[src/design/pslcd_pkg.sv]
package pslcd_pkg;

  localparam int DATA_W     = 32;
  localparam int GAIN_W     = 24;
  localparam int KIND_W     = 2;
  localparam int NODE_W     = 11;
  localparam int CFG_IDX_W  = 3;
  localparam int FRAC_W     = 16;
  localparam int ACC_W      = 40;
  localparam int DIFF_W     = DATA_W + 1;
  localparam int V_W        = 50;
  localparam int VC_W       = 21;
  localparam int PCT_W      = 24;
  localparam int QUOT_SHIFT = 10;
  localparam int QUOT_W     = PCT_W - QUOT_SHIFT;
  localparam int BYTE_W     = 8;

  // Shared multiplier: signed operand split into a signed high half and an
  // unsigned low half, one partial product per cycle.
  localparam int MUL_A_W    = ACC_W + 1;
  localparam int MUL_P_W    = MUL_A_W + GAIN_W;
  localparam int HALF_W     = MUL_A_W / 2;
  localparam int HI_W       = MUL_A_W - HALF_W;
  localparam int PP_W       = HI_W + GAIN_W + 1;
  localparam int SUM_W      = PP_W + HALF_W;
  localparam int PROD_SH_W  = MUL_P_W - FRAC_W;

  localparam int QUEUE_DEPTH = 2;
  localparam int QUEUE_AW    = $clog2(QUEUE_DEPTH);
  localparam int QUEUE_CW    = $clog2(QUEUE_DEPTH + 1);

  localparam logic signed [ACC_W-1:0] ACC_MAX = {1'b0, {(ACC_W-1){1'b1}}};
  localparam logic signed [ACC_W-1:0] ACC_MIN = {1'b1, {(ACC_W-1){1'b0}}};
  localparam logic signed [V_W-1:0]   VOLT_LIMIT = V_W'(12 * 65536);
  localparam logic signed [PCT_W-1:0] PCT_LIMIT  = PCT_W'(99 * 65536);
  localparam logic [PCT_W-1:0]        PCT_OFFSET = PCT_W'(100 * 65536);

  // floor(q / 50) == (q * VOLT_RECIP) >> VOLT_SHIFT for every q below 2^QUOT_W.
  localparam logic [GAIN_W-1:0] VOLT_RECIP = GAIN_W'(20972);
  localparam int                VOLT_SHIFT = 20;

  localparam logic [GAIN_W-1:0] RST_PROP_GAIN  = GAIN_W'(1573);
  localparam logic [GAIN_W-1:0] RST_INTEG_GAIN = GAIN_W'(52429);
  localparam logic [GAIN_W-1:0] RST_EMF_GAIN   = GAIN_W'(1534);
  localparam logic [GAIN_W-1:0] RST_TIME_STEP  = GAIN_W'(2621);
  localparam logic [GAIN_W-1:0] RST_GEAR_RATIO = GAIN_W'(380109);
  localparam logic [GAIN_W-1:0] RST_PCT_VOLT   = GAIN_W'(563016);

  localparam logic [KIND_W-1:0] KIND_NONE   = 2'd0;
  localparam logic [KIND_W-1:0] KIND_FIRST  = 2'd1;
  localparam logic [KIND_W-1:0] KIND_SECOND = 2'd2;

  localparam logic [BYTE_W-1:0] CODE_HIGH_FIRST  = 8'h25;
  localparam logic [BYTE_W-1:0] CODE_HIGH_SECOND = 8'h26;
  localparam logic [BYTE_W-1:0] CODE_LOW_FIRST   = 8'h21;
  localparam logic [BYTE_W-1:0] CODE_LOW_SECOND  = 8'h22;
  localparam logic [BYTE_W-1:0] CODE_MODE_FIRST  = 8'h23;
  localparam logic [BYTE_W-1:0] CODE_MODE_SECOND = 8'h24;
  localparam logic [BYTE_W-1:0] CODE_BRAKE       = 8'h1E;
  localparam logic [BYTE_W-1:0] BRAKE_CH_FIRST   = 8'h10;
  localparam logic [BYTE_W-1:0] BRAKE_CH_SECOND  = 8'h20;
  localparam logic [BYTE_W-1:0] MASK_ALL         = 8'hFF;
  localparam logic [BYTE_W-1:0] MODE_VALUE       = 8'h3F;
  localparam logic [BYTE_W-1:0] LOW_BASE         = 8'h80;
  localparam logic [BYTE_W-1:0] BRAKE_ON         = 8'hFF;
  localparam logic [BYTE_W-1:0] BRAKE_OFF        = 8'h00;
  localparam logic [BYTE_W-1:0] VOLT_STOP_LO     = 8'd127;
  localparam logic [BYTE_W-1:0] VOLT_STOP_HI     = 8'd128;

  typedef enum logic [CFG_IDX_W-1:0] {
    CFG_PROP_GAIN,
    CFG_INTEG_GAIN,
    CFG_EMF_GAIN,
    CFG_TIME_STEP,
    CFG_GEAR_RATIO,
    CFG_PCT_VOLT,
    CFG_CARD_KIND,
    CFG_NODE_ID
  } cfg_index_t;

  typedef enum logic [3:0] {
    ST_IDLE,
    ST_ERR,
    ST_PROP,
    ST_INTEG,
    ST_MEAS,
    ST_EMF,
    ST_CLAMP,
    ST_STEP,
    ST_PCT,
    ST_VOLT,
    ST_PUSH
  } front_state_t;

  typedef enum logic [1:0] {
    SLOT_HIGH,
    SLOT_LOW,
    SLOT_MODE,
    SLOT_BRAKE
  } frame_slot_t;

  typedef struct packed {
    logic [GAIN_W-1:0] prop_gain;
    logic [GAIN_W-1:0] integ_gain;
    logic [GAIN_W-1:0] emf_gain;
    logic [GAIN_W-1:0] time_step;
    logic [GAIN_W-1:0] gear_ratio;
    logic [GAIN_W-1:0] percent_per_volt;
    logic [KIND_W-1:0] card_kind;
    logic [NODE_W-1:0] node_id;
  } cfg_t;

  typedef struct packed {
    logic [BYTE_W-1:0] volt;
    logic              clamped;
    logic              second;
  } job_t;

  function automatic logic signed [ACC_W-1:0] sat_acc(input logic signed [V_W-1:0] x);
    logic signed [ACC_W-1:0] r;
    if (x > V_W'(ACC_MAX)) begin
      r = ACC_MAX;
    end else if (x < V_W'(ACC_MIN)) begin
      r = ACC_MIN;
    end else begin
      r = x[ACC_W-1:0];
    end
    return r;
  endfunction

endpackage

[src/design/pslcd_mul.sv]
module pslcd_mul (
  input  logic                                  clk,
  input  logic                                  rst,
  input  logic                                  start,
  input  logic signed [pslcd_pkg::MUL_A_W-1:0]  a,
  input  logic        [pslcd_pkg::GAIN_W-1:0]   b,
  output logic                                  done,
  output logic signed [pslcd_pkg::MUL_P_W-1:0]  prod
);
  import pslcd_pkg::*;

  logic                     busy;
  logic [HALF_W-1:0]        a_lo;
  logic [GAIN_W-1:0]        b_q;
  logic signed [PP_W-1:0]   hi_part;
  logic signed [HI_W-1:0]   op_a;
  logic [GAIN_W-1:0]        op_b;
  logic signed [PP_W-1:0]   pp;

  // The high half goes through in the start cycle, the low half in the next cycle.
  always_comb begin
    op_a = busy ? $signed(HI_W'(a_lo)) : a[MUL_A_W-1:HALF_W];
    op_b = busy ? b_q : b;
    pp   = op_a * $signed({1'b0, op_b});
  end

  always_ff @(posedge clk) begin
    if (rst) begin
      busy <= 1'b0;
      done <= 1'b0;
    end else begin
      done <= 1'b0;
      if (start) begin
        busy    <= 1'b1;
        hi_part <= pp;
        a_lo    <= a[HALF_W-1:0];
        b_q     <= b;
      end else if (busy) begin
        busy <= 1'b0;
        done <= 1'b1;
        prod <= MUL_P_W'((SUM_W'(hi_part) <<< HALF_W) + SUM_W'(pp));
      end
    end
  end

endmodule

[src/design/pslcd_front.sv]
module pslcd_front (
  input  logic                                 clk,
  input  logic                                 rst,
  input  logic                                 in_valid,
  output logic                                 in_ready,
  input  logic signed [pslcd_pkg::DATA_W-1:0]  speed_target,
  input  logic signed [pslcd_pkg::DATA_W-1:0]  speed_measured,
  input  pslcd_pkg::cfg_t                      cfg,
  output logic                                 job_valid,
  input  logic                                 job_ready,
  output pslcd_pkg::job_t                      job
);
  import pslcd_pkg::*;

  front_state_t state, state_next;

  logic signed [DATA_W-1:0]    target_q;
  logic signed [DATA_W-1:0]    meas_q;
  logic signed [ACC_W-1:0]     err_w;
  logic signed [ACC_W-1:0]     meas_w;
  logic signed [ACC_W-1:0]     error_sum;
  logic signed [V_W-1:0]       v_acc;
  logic signed [VC_W-1:0]      v_clamp;
  logic                        clamped;
  logic [QUOT_W-1:0]           quot;
  logic [BYTE_W-1:0]           volt;
  logic                        issued;

  logic                        mul_start;
  logic signed [MUL_A_W-1:0]   mul_a;
  logic [GAIN_W-1:0]           mul_b;
  logic                        mul_done;
  logic signed [MUL_P_W-1:0]   mul_prod;
  logic signed [PROD_SH_W-1:0] prod_sh;
  logic signed [DIFF_W-1:0]    diff;
  logic signed [PCT_W-1:0]     pct_c;
  logic [PCT_W:0]              pct_sum;
  logic                        send;

  pslcd_mul u_mul (
    .clk   (clk),
    .rst   (rst),
    .start (mul_start),
    .a     (mul_a),
    .b     (mul_b),
    .done  (mul_done),
    .prod  (mul_prod)
  );

  // Arithmetic shift of the product is the floor of the Q16 rescale.
  assign prod_sh = mul_prod[MUL_P_W-1:FRAC_W];
  assign diff    = DIFF_W'(target_q) - DIFF_W'(meas_q);
  assign send    = (cfg.card_kind == KIND_FIRST) || (cfg.card_kind == KIND_SECOND);

  always_comb begin
    if (prod_sh > PROD_SH_W'(PCT_LIMIT)) begin
      pct_c = PCT_LIMIT;
    end else if (prod_sh < -PROD_SH_W'(PCT_LIMIT)) begin
      pct_c = -PCT_LIMIT;
    end else begin
      pct_c = prod_sh[PCT_W-1:0];
    end
    // Offset by 100 % so the drive byte becomes floor(pct_sum / 51200).
    pct_sum = (PCT_W+1)'(pct_c) + (PCT_W+1)'(PCT_OFFSET);
  end

  always_comb begin
    state_next = state;
    unique case (state)
      ST_IDLE:  if (in_valid) state_next = ST_ERR;
      ST_ERR:   if (mul_done) state_next = ST_PROP;
      ST_PROP:  if (mul_done) state_next = ST_INTEG;
      ST_INTEG: if (mul_done) state_next = ST_MEAS;
      ST_MEAS:  if (mul_done) state_next = ST_EMF;
      ST_EMF:   if (mul_done) state_next = ST_CLAMP;
      ST_CLAMP: state_next = ST_STEP;
      ST_STEP:  if (mul_done) state_next = ST_PCT;
      ST_PCT:   if (mul_done) state_next = ST_VOLT;
      ST_VOLT:  if (mul_done) state_next = ST_PUSH;
      ST_PUSH:  if (!send || job_ready) state_next = ST_IDLE;
      default:  state_next = ST_IDLE;
    endcase
  end

  always_comb begin
    in_ready  = 1'b0;
    job_valid = 1'b0;
    mul_start = 1'b0;
    mul_a     = '0;
    mul_b     = '0;
    unique case (state)
      ST_IDLE: begin
        in_ready = 1'b1;
      end
      ST_ERR: begin
        mul_start = !issued;
        mul_a     = MUL_A_W'(diff);
        mul_b     = cfg.gear_ratio;
      end
      ST_PROP: begin
        mul_start = !issued;
        mul_a     = MUL_A_W'(err_w);
        mul_b     = cfg.prop_gain;
      end
      ST_INTEG: begin
        mul_start = !issued;
        mul_a     = MUL_A_W'(error_sum);
        mul_b     = cfg.integ_gain;
      end
      ST_MEAS: begin
        mul_start = !issued;
        mul_a     = MUL_A_W'(meas_q);
        mul_b     = cfg.gear_ratio;
      end
      ST_EMF: begin
        mul_start = !issued;
        mul_a     = MUL_A_W'(meas_w);
        mul_b     = cfg.emf_gain;
      end
      ST_CLAMP: begin
      end
      ST_STEP: begin
        mul_start = !issued;
        mul_a     = MUL_A_W'(err_w);
        mul_b     = cfg.time_step;
      end
      ST_PCT: begin
        mul_start = !issued;
        mul_a     = MUL_A_W'(v_clamp);
        mul_b     = cfg.percent_per_volt;
      end
      ST_VOLT: begin
        mul_start = !issued;
        mul_a     = MUL_A_W'(quot);
        mul_b     = VOLT_RECIP;
      end
      ST_PUSH: begin
        job_valid = send;
      end
      default: begin
      end
    endcase
  end

  assign job.volt    = volt;
  assign job.clamped = clamped;
  assign job.second  = (cfg.card_kind == KIND_SECOND);

  always_ff @(posedge clk) begin
    if (rst) begin
      state     <= ST_IDLE;
      issued    <= 1'b0;
      error_sum <= '0;
    end else begin
      state <= state_next;
      if (mul_start) begin
        issued <= 1'b1;
      end else if (mul_done) begin
        issued <= 1'b0;
      end
      // The integrator is cleared on a clamp, otherwise it saturates at its width.
      if (state == ST_STEP && mul_done) begin
        error_sum <= clamped ? '0 : sat_acc(V_W'(error_sum) + V_W'(prod_sh));
      end
    end
  end

  always_ff @(posedge clk) begin
    if (state == ST_IDLE && in_valid) begin
      target_q <= speed_target;
      meas_q   <= speed_measured;
    end
    if (state == ST_CLAMP) begin
      if (v_acc > VOLT_LIMIT) begin
        v_clamp <= VC_W'(VOLT_LIMIT);
        clamped <= 1'b1;
      end else if (v_acc < -VOLT_LIMIT) begin
        v_clamp <= -VC_W'(VOLT_LIMIT);
        clamped <= 1'b1;
      end else begin
        v_clamp <= v_acc[VC_W-1:0];
        clamped <= 1'b0;
      end
    end
    if (mul_done) begin
      priority case (state)
        ST_ERR:   err_w  <= sat_acc(V_W'(prod_sh));
        ST_PROP:  v_acc  <= V_W'(prod_sh);
        ST_INTEG: v_acc  <= v_acc + V_W'(prod_sh);
        ST_MEAS:  meas_w <= prod_sh[ACC_W-1:0];
        ST_EMF:   v_acc  <= v_acc + V_W'(prod_sh);
        ST_PCT:   quot   <= pct_sum[PCT_W-1:QUOT_SHIFT];
        ST_VOLT:  volt   <= mul_prod[VOLT_SHIFT+BYTE_W-1:VOLT_SHIFT];
        default: begin
        end
      endcase
    end
  end

  a_done_issued: assert property (@(posedge clk) disable iff (rst)
    mul_done |-> issued)
    else $error("multiplier result without an issued product");

  a_clamp_clears: assert property (@(posedge clk) disable iff (rst)
    (state == ST_STEP && mul_done && clamped) |=> (error_sum == '0))
    else $error("integrator not cleared after a clamp");

endmodule

[src/design/pslcd_queue.sv]
module pslcd_queue (
  input  logic              clk,
  input  logic              rst,
  input  logic              push_valid,
  output logic              push_ready,
  input  pslcd_pkg::job_t   push_data,
  output logic              pop_valid,
  input  logic              pop_ready,
  output pslcd_pkg::job_t   pop_data
);
  import pslcd_pkg::*;

  job_t                entries [QUEUE_DEPTH];
  logic [QUEUE_AW-1:0] wr_ptr;
  logic [QUEUE_AW-1:0] rd_ptr;
  logic [QUEUE_CW-1:0] count;
  logic                push;
  logic                pop;

  assign push_ready = (count != QUEUE_CW'(QUEUE_DEPTH));
  assign pop_valid  = (count != '0);
  assign push       = push_valid && push_ready;
  assign pop        = pop_valid && pop_ready;
  assign pop_data   = entries[rd_ptr];

  always_ff @(posedge clk) begin
    if (push) begin
      entries[wr_ptr] <= push_data;
    end
  end

  always_ff @(posedge clk) begin
    if (rst) begin
      wr_ptr <= '0;
      rd_ptr <= '0;
      count  <= '0;
    end else begin
      if (push) begin
        wr_ptr <= (wr_ptr == QUEUE_AW'(QUEUE_DEPTH - 1)) ? '0 : wr_ptr + 1'b1;
      end
      if (pop) begin
        rd_ptr <= (rd_ptr == QUEUE_AW'(QUEUE_DEPTH - 1)) ? '0 : rd_ptr + 1'b1;
      end
      if (push && !pop) begin
        count <= count + 1'b1;
      end else if (pop && !push) begin
        count <= count - 1'b1;
      end
    end
  end

  a_count_bound: assert property (@(posedge clk) disable iff (rst)
    count <= QUEUE_CW'(QUEUE_DEPTH))
    else $error("job queue count past its depth");

  a_ptr_gap: assert property (@(posedge clk) disable iff (rst)
    (count == '0) |-> (wr_ptr == rd_ptr))
    else $error("job queue pointers disagree with an empty count");

endmodule

[src/design/pslcd_back.sv]
module pslcd_back (
  input  logic                              clk,
  input  logic                              rst,
  input  logic                              job_valid,
  output logic                              job_ready,
  input  pslcd_pkg::job_t                   job,
  input  logic [pslcd_pkg::NODE_W-1:0]      node_id,
  output logic                              out_valid,
  input  logic                              out_ready,
  output logic [pslcd_pkg::NODE_W-1:0]      frame_id,
  output logic [pslcd_pkg::BYTE_W-1:0]      byte_zero,
  output logic [pslcd_pkg::BYTE_W-1:0]      byte_one,
  output logic [pslcd_pkg::BYTE_W-1:0]      byte_two,
  output logic                              was_clamped,
  output logic                              final_frame
);
  import pslcd_pkg::*;

  job_t              cur;
  logic              active;
  frame_slot_t       slot;
  logic              load;
  logic [BYTE_W-1:0] b0;
  logic [BYTE_W-1:0] b1;
  logic [BYTE_W-1:0] b2;
  logic              stop;

  assign job_ready = !active;
  assign load      = active && (!out_valid || out_ready);
  assign stop      = (cur.volt == VOLT_STOP_LO) || (cur.volt == VOLT_STOP_HI);

  always_comb begin
    unique case (slot)
      SLOT_HIGH: begin
        b0 = cur.second ? CODE_HIGH_SECOND : CODE_HIGH_FIRST;
        b1 = MASK_ALL;
        b2 = {2'b00, cur.volt[BYTE_W-1:2]};
      end
      SLOT_LOW: begin
        b0 = cur.second ? CODE_LOW_SECOND : CODE_LOW_FIRST;
        b1 = MASK_ALL;
        b2 = LOW_BASE + BYTE_W'(cur.volt[1:0]);
      end
      SLOT_MODE: begin
        b0 = cur.second ? CODE_MODE_SECOND : CODE_MODE_FIRST;
        b1 = MASK_ALL;
        b2 = MODE_VALUE;
      end
      SLOT_BRAKE: begin
        b0 = CODE_BRAKE;
        b1 = cur.second ? BRAKE_CH_SECOND : BRAKE_CH_FIRST;
        b2 = stop ? BRAKE_ON : BRAKE_OFF;
      end
      default: begin
        b0 = CODE_BRAKE;
        b1 = MASK_ALL;
        b2 = BRAKE_OFF;
      end
    endcase
  end

  always_ff @(posedge clk) begin
    if (rst) begin
      active    <= 1'b0;
      slot      <= SLOT_HIGH;
      out_valid <= 1'b0;
    end else begin
      if (!active && job_valid) begin
        active <= 1'b1;
        slot   <= SLOT_HIGH;
      end else if (load) begin
        slot <= frame_slot_t'(slot + 1'b1);
        if (slot == SLOT_BRAKE) begin
          active <= 1'b0;
        end
      end
      if (load) begin
        out_valid <= 1'b1;
      end else if (out_ready) begin
        out_valid <= 1'b0;
      end
    end
  end

  always_ff @(posedge clk) begin
    if (!active && job_valid) begin
      cur <= job;
    end
    if (load) begin
      frame_id    <= node_id;
      byte_zero   <= b0;
      byte_one    <= b1;
      byte_two    <= b2;
      was_clamped <= cur.clamped;
      final_frame <= (slot == SLOT_BRAKE);
    end
  end

  a_brake_last: assert property (@(posedge clk) disable iff (rst)
    (load && slot == SLOT_BRAKE) |=> (out_valid && final_frame && !active))
    else $error("brake frame did not close the tick");

endmodule

[src/design/pi_speed_loop_can_drive_core.sv]
// Channel  Handshake             Payload
// in       in_valid / in_ready   speed_target, speed_measured
// cfg      cfg_valid / cfg_ready cfg_index, cfg_data
// out      out_valid / out_ready frame_id, byte_zero, byte_one, byte_two,
//                                was_clamped, final_frame
//
// A tick runs from acceptance until its frame job is queued: eight products
// through the shared multiplier, one clamp step and one queue hand-off; the
// next tick is accepted in the idle state after that. A full job queue holds
// the front in its hand-off state. Frames leave the output register at up to
// one per cycle while out_ready is high, four per tick for card kinds 1 and 2,
// none otherwise.
// Synchronous reset clears the integrator, empties the queue and restores
// register defaults; cfg_ready is always high.
module pi_speed_loop_can_drive_core (
  input  logic                                 clk,
  input  logic                                 rst,
  input  logic                                 in_valid,
  output logic                                 in_ready,
  input  logic signed [pslcd_pkg::DATA_W-1:0]  speed_target,
  input  logic signed [pslcd_pkg::DATA_W-1:0]  speed_measured,
  input  logic                                 cfg_valid,
  output logic                                 cfg_ready,
  input  logic [pslcd_pkg::CFG_IDX_W-1:0]      cfg_index,
  input  logic [pslcd_pkg::GAIN_W-1:0]         cfg_data,
  output logic                                 out_valid,
  input  logic                                 out_ready,
  output logic [pslcd_pkg::NODE_W-1:0]         frame_id,
  output logic [pslcd_pkg::BYTE_W-1:0]         byte_zero,
  output logic [pslcd_pkg::BYTE_W-1:0]         byte_one,
  output logic [pslcd_pkg::BYTE_W-1:0]         byte_two,
  output logic                                 was_clamped,
  output logic                                 final_frame
);
  import pslcd_pkg::*;

  cfg_t cfg;
  logic push_valid;
  logic push_ready;
  job_t push_data;
  logic pop_valid;
  logic pop_ready;
  job_t pop_data;

  assign cfg_ready = 1'b1;

  always_ff @(posedge clk) begin
    if (rst) begin
      cfg.prop_gain        <= RST_PROP_GAIN;
      cfg.integ_gain       <= RST_INTEG_GAIN;
      cfg.emf_gain         <= RST_EMF_GAIN;
      cfg.time_step        <= RST_TIME_STEP;
      cfg.gear_ratio       <= RST_GEAR_RATIO;
      cfg.percent_per_volt <= RST_PCT_VOLT;
      cfg.card_kind        <= KIND_NONE;
      cfg.node_id          <= '0;
    end else if (cfg_valid && cfg_ready) begin
      unique case (cfg_index_t'(cfg_index))
        CFG_PROP_GAIN:  cfg.prop_gain        <= cfg_data;
        CFG_INTEG_GAIN: cfg.integ_gain       <= cfg_data;
        CFG_EMF_GAIN:   cfg.emf_gain         <= cfg_data;
        CFG_TIME_STEP:  cfg.time_step        <= cfg_data;
        CFG_GEAR_RATIO: cfg.gear_ratio       <= cfg_data;
        CFG_PCT_VOLT:   cfg.percent_per_volt <= cfg_data;
        CFG_CARD_KIND:  cfg.card_kind        <= cfg_data[KIND_W-1:0];
        CFG_NODE_ID:    cfg.node_id          <= cfg_data[NODE_W-1:0];
      endcase
    end
  end

  pslcd_front u_front (
    .clk            (clk),
    .rst            (rst),
    .in_valid       (in_valid),
    .in_ready       (in_ready),
    .speed_target   (speed_target),
    .speed_measured (speed_measured),
    .cfg            (cfg),
    .job_valid      (push_valid),
    .job_ready      (push_ready),
    .job            (push_data)
  );

  pslcd_queue u_queue (
    .clk        (clk),
    .rst        (rst),
    .push_valid (push_valid),
    .push_ready (push_ready),
    .push_data  (push_data),
    .pop_valid  (pop_valid),
    .pop_ready  (pop_ready),
    .pop_data   (pop_data)
  );

  pslcd_back u_back (
    .clk         (clk),
    .rst         (rst),
    .job_valid   (pop_valid),
    .job_ready   (pop_ready),
    .job         (pop_data),
    .node_id     (cfg.node_id),
    .out_valid   (out_valid),
    .out_ready   (out_ready),
    .frame_id    (frame_id),
    .byte_zero   (byte_zero),
    .byte_one    (byte_one),
    .byte_two    (byte_two),
    .was_clamped (was_clamped),
    .final_frame (final_frame)
  );

endmodule

[config.mk]
export PLATFORM = sky130hd
export DESIGN_NAME = pi_speed_loop_can_drive_core
export DESIGN_NICKNAME = d
export VERILOG_FILES = /design/src/design/pslcd_pkg.sv /design/src/design/pslcd_mul.sv /design/src/design/pslcd_front.sv /design/src/design/pslcd_queue.sv /design/src/design/pslcd_back.sv /design/src/design/pi_speed_loop_can_drive_core.sv
export SDC_FILE = /design/constraint.sdc
export NUM_CORES = 2
export LEC_CHECK = 0
export BUFFER_PORTS_ARGS = -buffer_cell sky130_fd_sc_hd__clkbuf_2
export CAP_MARGIN = 10
export CORE_MARGIN = 2
export CORE_UTILIZATION = 40
export CTS_BUF_LIST = sky130_fd_sc_hd__clkbuf_8
export DETAILED_ROUTE_END_ITERATION = 10
export PLACE_DENSITY = 0.58
export SLEW_MARGIN = 5
export SYNTH_ARGS = -nofsm -noshare
export SYNTH_HDL_FRONTEND = slang
export SYNTH_SLANG_ARGS = --single-unit
[constraint.sdc]
create_clock -name clk -period 13.4 [get_ports clk]
set_clock_uncertainty 0.2 [all_clocks]
set_input_delay 2.68 -clock clk [delete_from_list [all_inputs] [get_ports clk]]
set_output_delay 2.68 -clock clk [all_outputs]
set_load 0.005 [all_outputs]
# Word-level counts from Yosys, hierarchy flattened
# Memories as Yosys holds them, arrays and structs flattened. A register that Yosys moved wholly into a read port is not among the register bits.
# Cells that the tools add are included.
# totals
regBits	641
ramBits	20
input_bits	96
memories	1
# memory_table
name	depth	word_bits	read_ports	rd_clocked_by_memory_dff	wr	line	text
u_queue.entries	2	10	1	1	1	pslcd_queue.sv:13	job_t entries [QUEUE_DEPTH];
# op_classes
n_addsub	11
mul	1
n_lt_le_gt_ge	8
eq_ne	35
mux	50
n_bitwise	2
reduce_logical	52
# ops
cell	count
$pmux 41 s7	1
$pmux 24 s7	1
$mux 40	4
$pmux 50 s2	1
$mux 24	3
$add 65x46->65	1
$pmux 8 s4	2
$add 40x49->50	1
$add 50x49->50	1
$gt 50x21->1 const B	1
$gt 50x40->1 const B	1
$lt 50x21->1 const B	1
$lt 50x40->1 const B	1
$gt 49x24->1 const B	1
$gt 49x40->1 const B	1
$lt 49x24->1 const B	1
$lt 49x40->1 const B	1
$mul 21x25->46	1
$pmux 4 s11	1
$mux 21	2
$mux 4	10
$sub 32x32->33	1
$reduce_and 2->1	15
$add 24x24->24 const B	1
other kinds (36)	105

# Depth between registers and ports, before layout
# logic_depth
word_depth	8
ltp_mapped	54

# Modules after synthesis
# A second synthesis with hierarchy kept.
# hier_totals
hier_cells	5416
hier_area_um2	53172.2
# modules_own_cells
mod	n_inst	cells_per_inst	area_each_um2
pslcd_mul	1	2565	24623.6
pslcd_front	1	2117	19814.0
pi_speed_loop_can_drive_core	1	574	6145.9
pslcd_back	1	105	1647.8
pslcd_queue	1	55	940.9

# Worst setup path after synthesis
# No wires, ideal clock.
# synth_path
path_type	reg-to-reg
from	register u_front.target_q[0]
to	register u_front.u_mul.prod[57] in the netlist's numbering (data pin)
arrival_ns	11.804
required_time_ns	12.937
setup_slack_ns	1.133
stages_incl_launch_ff	51
n_path_buf	1
synth_period_minus_slack_ns	12.267
cell_sequence	edfxtp_1 -> inv_1 -> ha_1 -> inv_1 -> fa_1 -> a21o_1 -> a21oi_1 -> o21bai_1 -> a2111o_1 -> and3_1 -> o21ai_2 -> nand3_1 -> a31oi_2 -> a21oi_1 -> nor2_1 -> clkbuf_1 -> nand2_1 -> fa_1 -> [... 15 more ...] -> o211a_1 -> o21ai_0 -> nor2_1 -> a2111oi_0 -> o31ai_1 -> a21oi_1 -> xnor2_1 -> ha_1 -> inv_1 -> nor2_1 -> o21a_1 -> a311oi_1 -> a21boi_1 -> o21a_1 -> a31oi_1 -> o21ai_0 -> a21oi_1 -> xnor2_1
# synth_between
elab_chain_len	5
# synth_rtl
element	line	text
start, declared	pslcd_front.sv:17	logic signed [DATA_W-1:0] target_q;
start signal, assigned	pslcd_front.sv:170	target_q <= speed_target;
$sub 32x32->33	pslcd_front.sv:52	assign diff = DIFF_W'(target_q) - DIFF_W'(meas_q);
$pmux 41 s7	pslcd_front.sv:91	unique case (state)
$mux 21	pslcd_mul.sv:22	op_a = busy ? $signed(HI_W'(a_lo)) : a[MUL_A_W-1:HALF_W];
$mul 21x25->46	pslcd_mul.sv:24	pp = op_a * $signed({1'b0, op_b});
$add 65x46->65	pslcd_mul.sv:41	prod <= MUL_P_W'((SUM_W'(hi_part) <<< HALF_W) + SUM_W'(pp));
end signal, assigned	pslcd_mul.sv:41	
end, declared	pslcd_mul.sv:8	output logic signed [pslcd_pkg::MUL_P_W-1:0] prod
# Every way passes these cells.
# A chain may end at the register's enable or synchronous reset.

# Worst setup path in the final report
# layout_path
from	register u_front.target_q[0]
to	register u_front.u_mul.prod[61] in the netlist's numbering (data pin)
# layout_between
elab_chain_len	5
# layout_rtl
element	line	text
$sub 32x32->33	pslcd_front.sv:52	
$pmux 41 s7	pslcd_front.sv:91	
$mux 21	pslcd_mul.sv:22	
$mul 21x25->46	pslcd_mul.sv:24	
named net u_front.u_mul.pp[32]	pslcd_mul.sv:18	logic signed [PP_W-1:0] pp;
$add 65x46->65	pslcd_mul.sv:41	
# The timed path passes the listed nets, and every way through them passes these cells.

==> results.md <==
* Fmax at 78.0 MHz
* Via density at about 5.7
* Post-synth top area cell: edfxtp_1
* CTS buffer count at 107
* Hold Crit Start: cfg[7]$_SDFFE_PP0P_
* First-pass GRT wire length at 259,000 um
* Port-buffer cells at between 100 and 150
* Worst-path clk slew at approximately 70 ps
* Synth area leaders: edfxtp_1, fa_1, ha_1
* Post-route cell area at 57,300 um^2
* Post-synth ARST share at 0
* Vias at 42,000
* Area after DPL at 55,000 um^2
* Most frequent cell after synthesis: nand2_1
* Syn_area_per_cell at 9.56 um^2
* Fin. Hold Viols at 0
* Number of cells on the worst hold path at 0
* Starting density of the core at 0.402
* Vias in the first global route at 40,900
* Fillers at 12,500
* Row count at 132
* Synth top cells by count: nand2_1, inv_1, edfxtp_1
* Worst slew pin tran at 1230 ps
* Post-synthesis register bit count at 647
* Hold Path End: u_back.frame_id[7]$_DFFE_PP_
* Period utilization at 0.957
* Worst Hold Class: flop to flop
* RD Place Congestion at roughly 0.96
* Switching Power at 6.52 mW
* Max VDD drop at 0.188 mV
* Die width at 364 um
* CP max stage cell: o311ai_0
* Sequential area share after synthesis at 0.333
* Worst R2R End: u_front.u_mul.prod[61]$_DFFE_PP_
* Post-Syn Area at 51,900 um^2
* Total Power at 13.2 mW
* IO Pins at 136
* First-pass DRT Iterations at 7
* Routed wire per std cell at 23.2 um
* Sw frac at 0.494
* Main synth FF type: edfxtp_1
* Core area at 129,000 um^2
* Setup crit end kind: flop
* Hold buffers post-CTS at 0
* Clock power frac at 0.138
* GRT Residual Overflow at 0
* Max FO, Critical Path at 24
* Status: finished clean
* Cell total after placement at 7,196
* Startpoint Class: flop
* Die ar. at 133,000 um^2
* Critical Path RT at 13,750 ps
* YS warnings at 0
* H-tree depth at 3
* Layout cells sized above 1 at 0.106
* Worst path max stage delay at slightly below 600 ps
* Slew headroom at 0.180
* Power density over the cells at 230 nW/um^2
* Worst R2R Path Depth at 52
* WP data arrival at 13,170 ps
* Mapped Cells at ~5,400
* Post-route antenna net violation count at 0
* EDFF count, synth at 435
* Clk Latency, worst-skew pair at between 800 and 900 ps
* Share of power burned in registers at 0.224
* Initial antenna violation count at 8
* Max Cap Viol at 0
* Crit Path Class: flop to flop
* Initial DRC Count at 4,335
* Final WL at 171,000 um
* CTS Root Buffer Type: clkbuf_8
* Final non-filler cell total at 7,402
* Crit path top cell by count: fa_1
* Max-slew violations at 0
* HPWL Detailed at ~130,000 um
* Nets at 6,446
* Residual DRC at 0
* Distinct cells, synth at 100
* Die Ht at 364 um
* Synth top area share at 0.252
* Largest net degree at the start of global routing at 114
* Layout area overhead at 10.4%
* Min cycle time layout at 12,820 ps
* Internal power at about 6.7 mW
* Clk sinks at 647
* # setup viols final at 0
* R2R Path Start: u_front.target_q[0]$_DFFE_PP_
* Reg2Reg Setup Slack at 580 ps
* Leak pwr at 25.5 nW
* Longest Clk Path Bufs at 3
* Gr usage total at 0.258
* CTS tree: yes
* Combinational power share at 0.638
cell type report:
class                           instances  area [um^2]  share of cell area
Antenna cell                            2         5.00           0.0000873
Clock buffer                          114         1570              0.0274
Clock inverter                         88          621              0.0108
Inverter                              585         2200              0.0383
Multi-Input combinational cell       3939        31600               0.551
Sequential cell                       647        17300               0.302
Tap cell                             1742         2180              0.0380
Timing Repair Buffer                  285         1870              0.0325
power by group through the flow:
| stage | registers, mW | clock network, mW | logic [mW] |
|---|---|---|---|
| 6_report | 2.96 | 1.82 | 8.41 |
| 5_1_grt | 2.98 | 1.94 | 9.30 |
| 4_1_cts | 2.95 | 1.86 | 8.36 |
| 3_5_place_dp | 2.99 | 0 | 8.28 |
| 3_3_place_gp | 2.99 | 0 | 8.23 |
| 2_1_floorplan | 2.91 | 0 | 5.36 |
worst max-delay path: cells and delay by family, from the launching register on:
kind / cells / cell delay, ps
compound gates: 23 / 5020
fa+ha+maj: 11 / 4680
buf+inv: 9 / 1060
xor+xnor: 2 / 290
flops: 1 / 360
simple gates: 6 / 810
mux: 1 / 120
kinds of logic (layout without fill, tap and decap cells):
group / count (synthesis) / in the layout / synth area share
simple gates: 1690 / 1690 / 0.150
compound gates: 1223 / 1223 / 0.161
buf+inv: 849 / 1072 / 0.0637
fa+ha+maj: 785 / 785 / 0.250
flops: 647 / 647 / 0.333
xor+xnor: 181 / 181 / 0.0305
mux: 57 / 57 / 0.0119
other cells: 2 / 5 / 0.000145
placed cells by master, fill, tap and decap left out, types with 52 or more instances in the layout:
master    count
a21o_1      169
a21oi_1     387
a222oi_1     75
a22oi_1      74
and2_1       86
buf_4       149
clkbuf_2    131
clkbuf_8    114
dfxtp_1     212
edfxtp_1    435
fa_1        420
ha_1        365
inv_1       616
nand2_1     863
nand2b_1     77
nand3_1      73
nand3b_1     52
nor2_1      248
nor3_1       55
o21ai_0     160
xnor2_1     113
xor2_1       65
worst max path at each step:
stage                                        from                          endpoint
floorplan           u_front.target_q[0]$_DFFE_PP_  u_front.u_mul.prod[57]$_DFFE_PP_
global placement    u_front.target_q[0]$_DFFE_PP_  u_front.u_mul.prod[45]$_DFFE_PP_
detailed placement  u_front.target_q[0]$_DFFE_PP_  u_front.u_mul.prod[45]$_DFFE_PP_
CTS                   u_front.meas_q[0]$_DFFE_PP_  u_front.u_mul.prod[45]$_DFFE_PP_
global route        u_front.target_q[0]$_DFFE_PP_  u_front.u_mul.prod[59]$_DFFE_PP_
finish              u_front.target_q[0]$_DFFE_PP_  u_front.u_mul.prod[61]$_DFFE_PP_
sequential cells by signal, indices dropped and copies added (netlist names), 32 cells and up:
name	flops
u_front.err_w	40
u_front.meas_w	40
u_front.error_sum	40
u_front.u_mul.hi_part	45
u_front.v_acc	50
u_front.meas_q	32
u_front.u_mul.prod	49
u_front.target_q	32
cfg	157
routing by layer:
layer / vias up / track usage / part of all wire
met2: 1871 / 0.396 / 0.44
met5: - / 0 / 0.00015
li1: 19100 / - / -
met1: 20800 / 0.362 / 0.43
met4: 4 / 0.0924 / 0.036
met3: 262 / 0.0481 / 0.090
repair_timing:
item	4_1_cts	5_1_grt
buffers inserted	0	2
resized for setup	0	27
endpoints found under the setup margin	0	15
per-stage QoR:
stage                     setup TNS [ps]  utilization  worst slack (ps)  hold slack [ps]
after global placement                 0        0.426               308              212
after detailed placement               0        0.426               159              212
after global routing               -11.4        0.444             -10.0              237
after CTS                              0        0.443               134              228
after floorplan                        0            -              1130              200
final                                  0        0.444               579              229
Power figures use the tool's default switching activity.
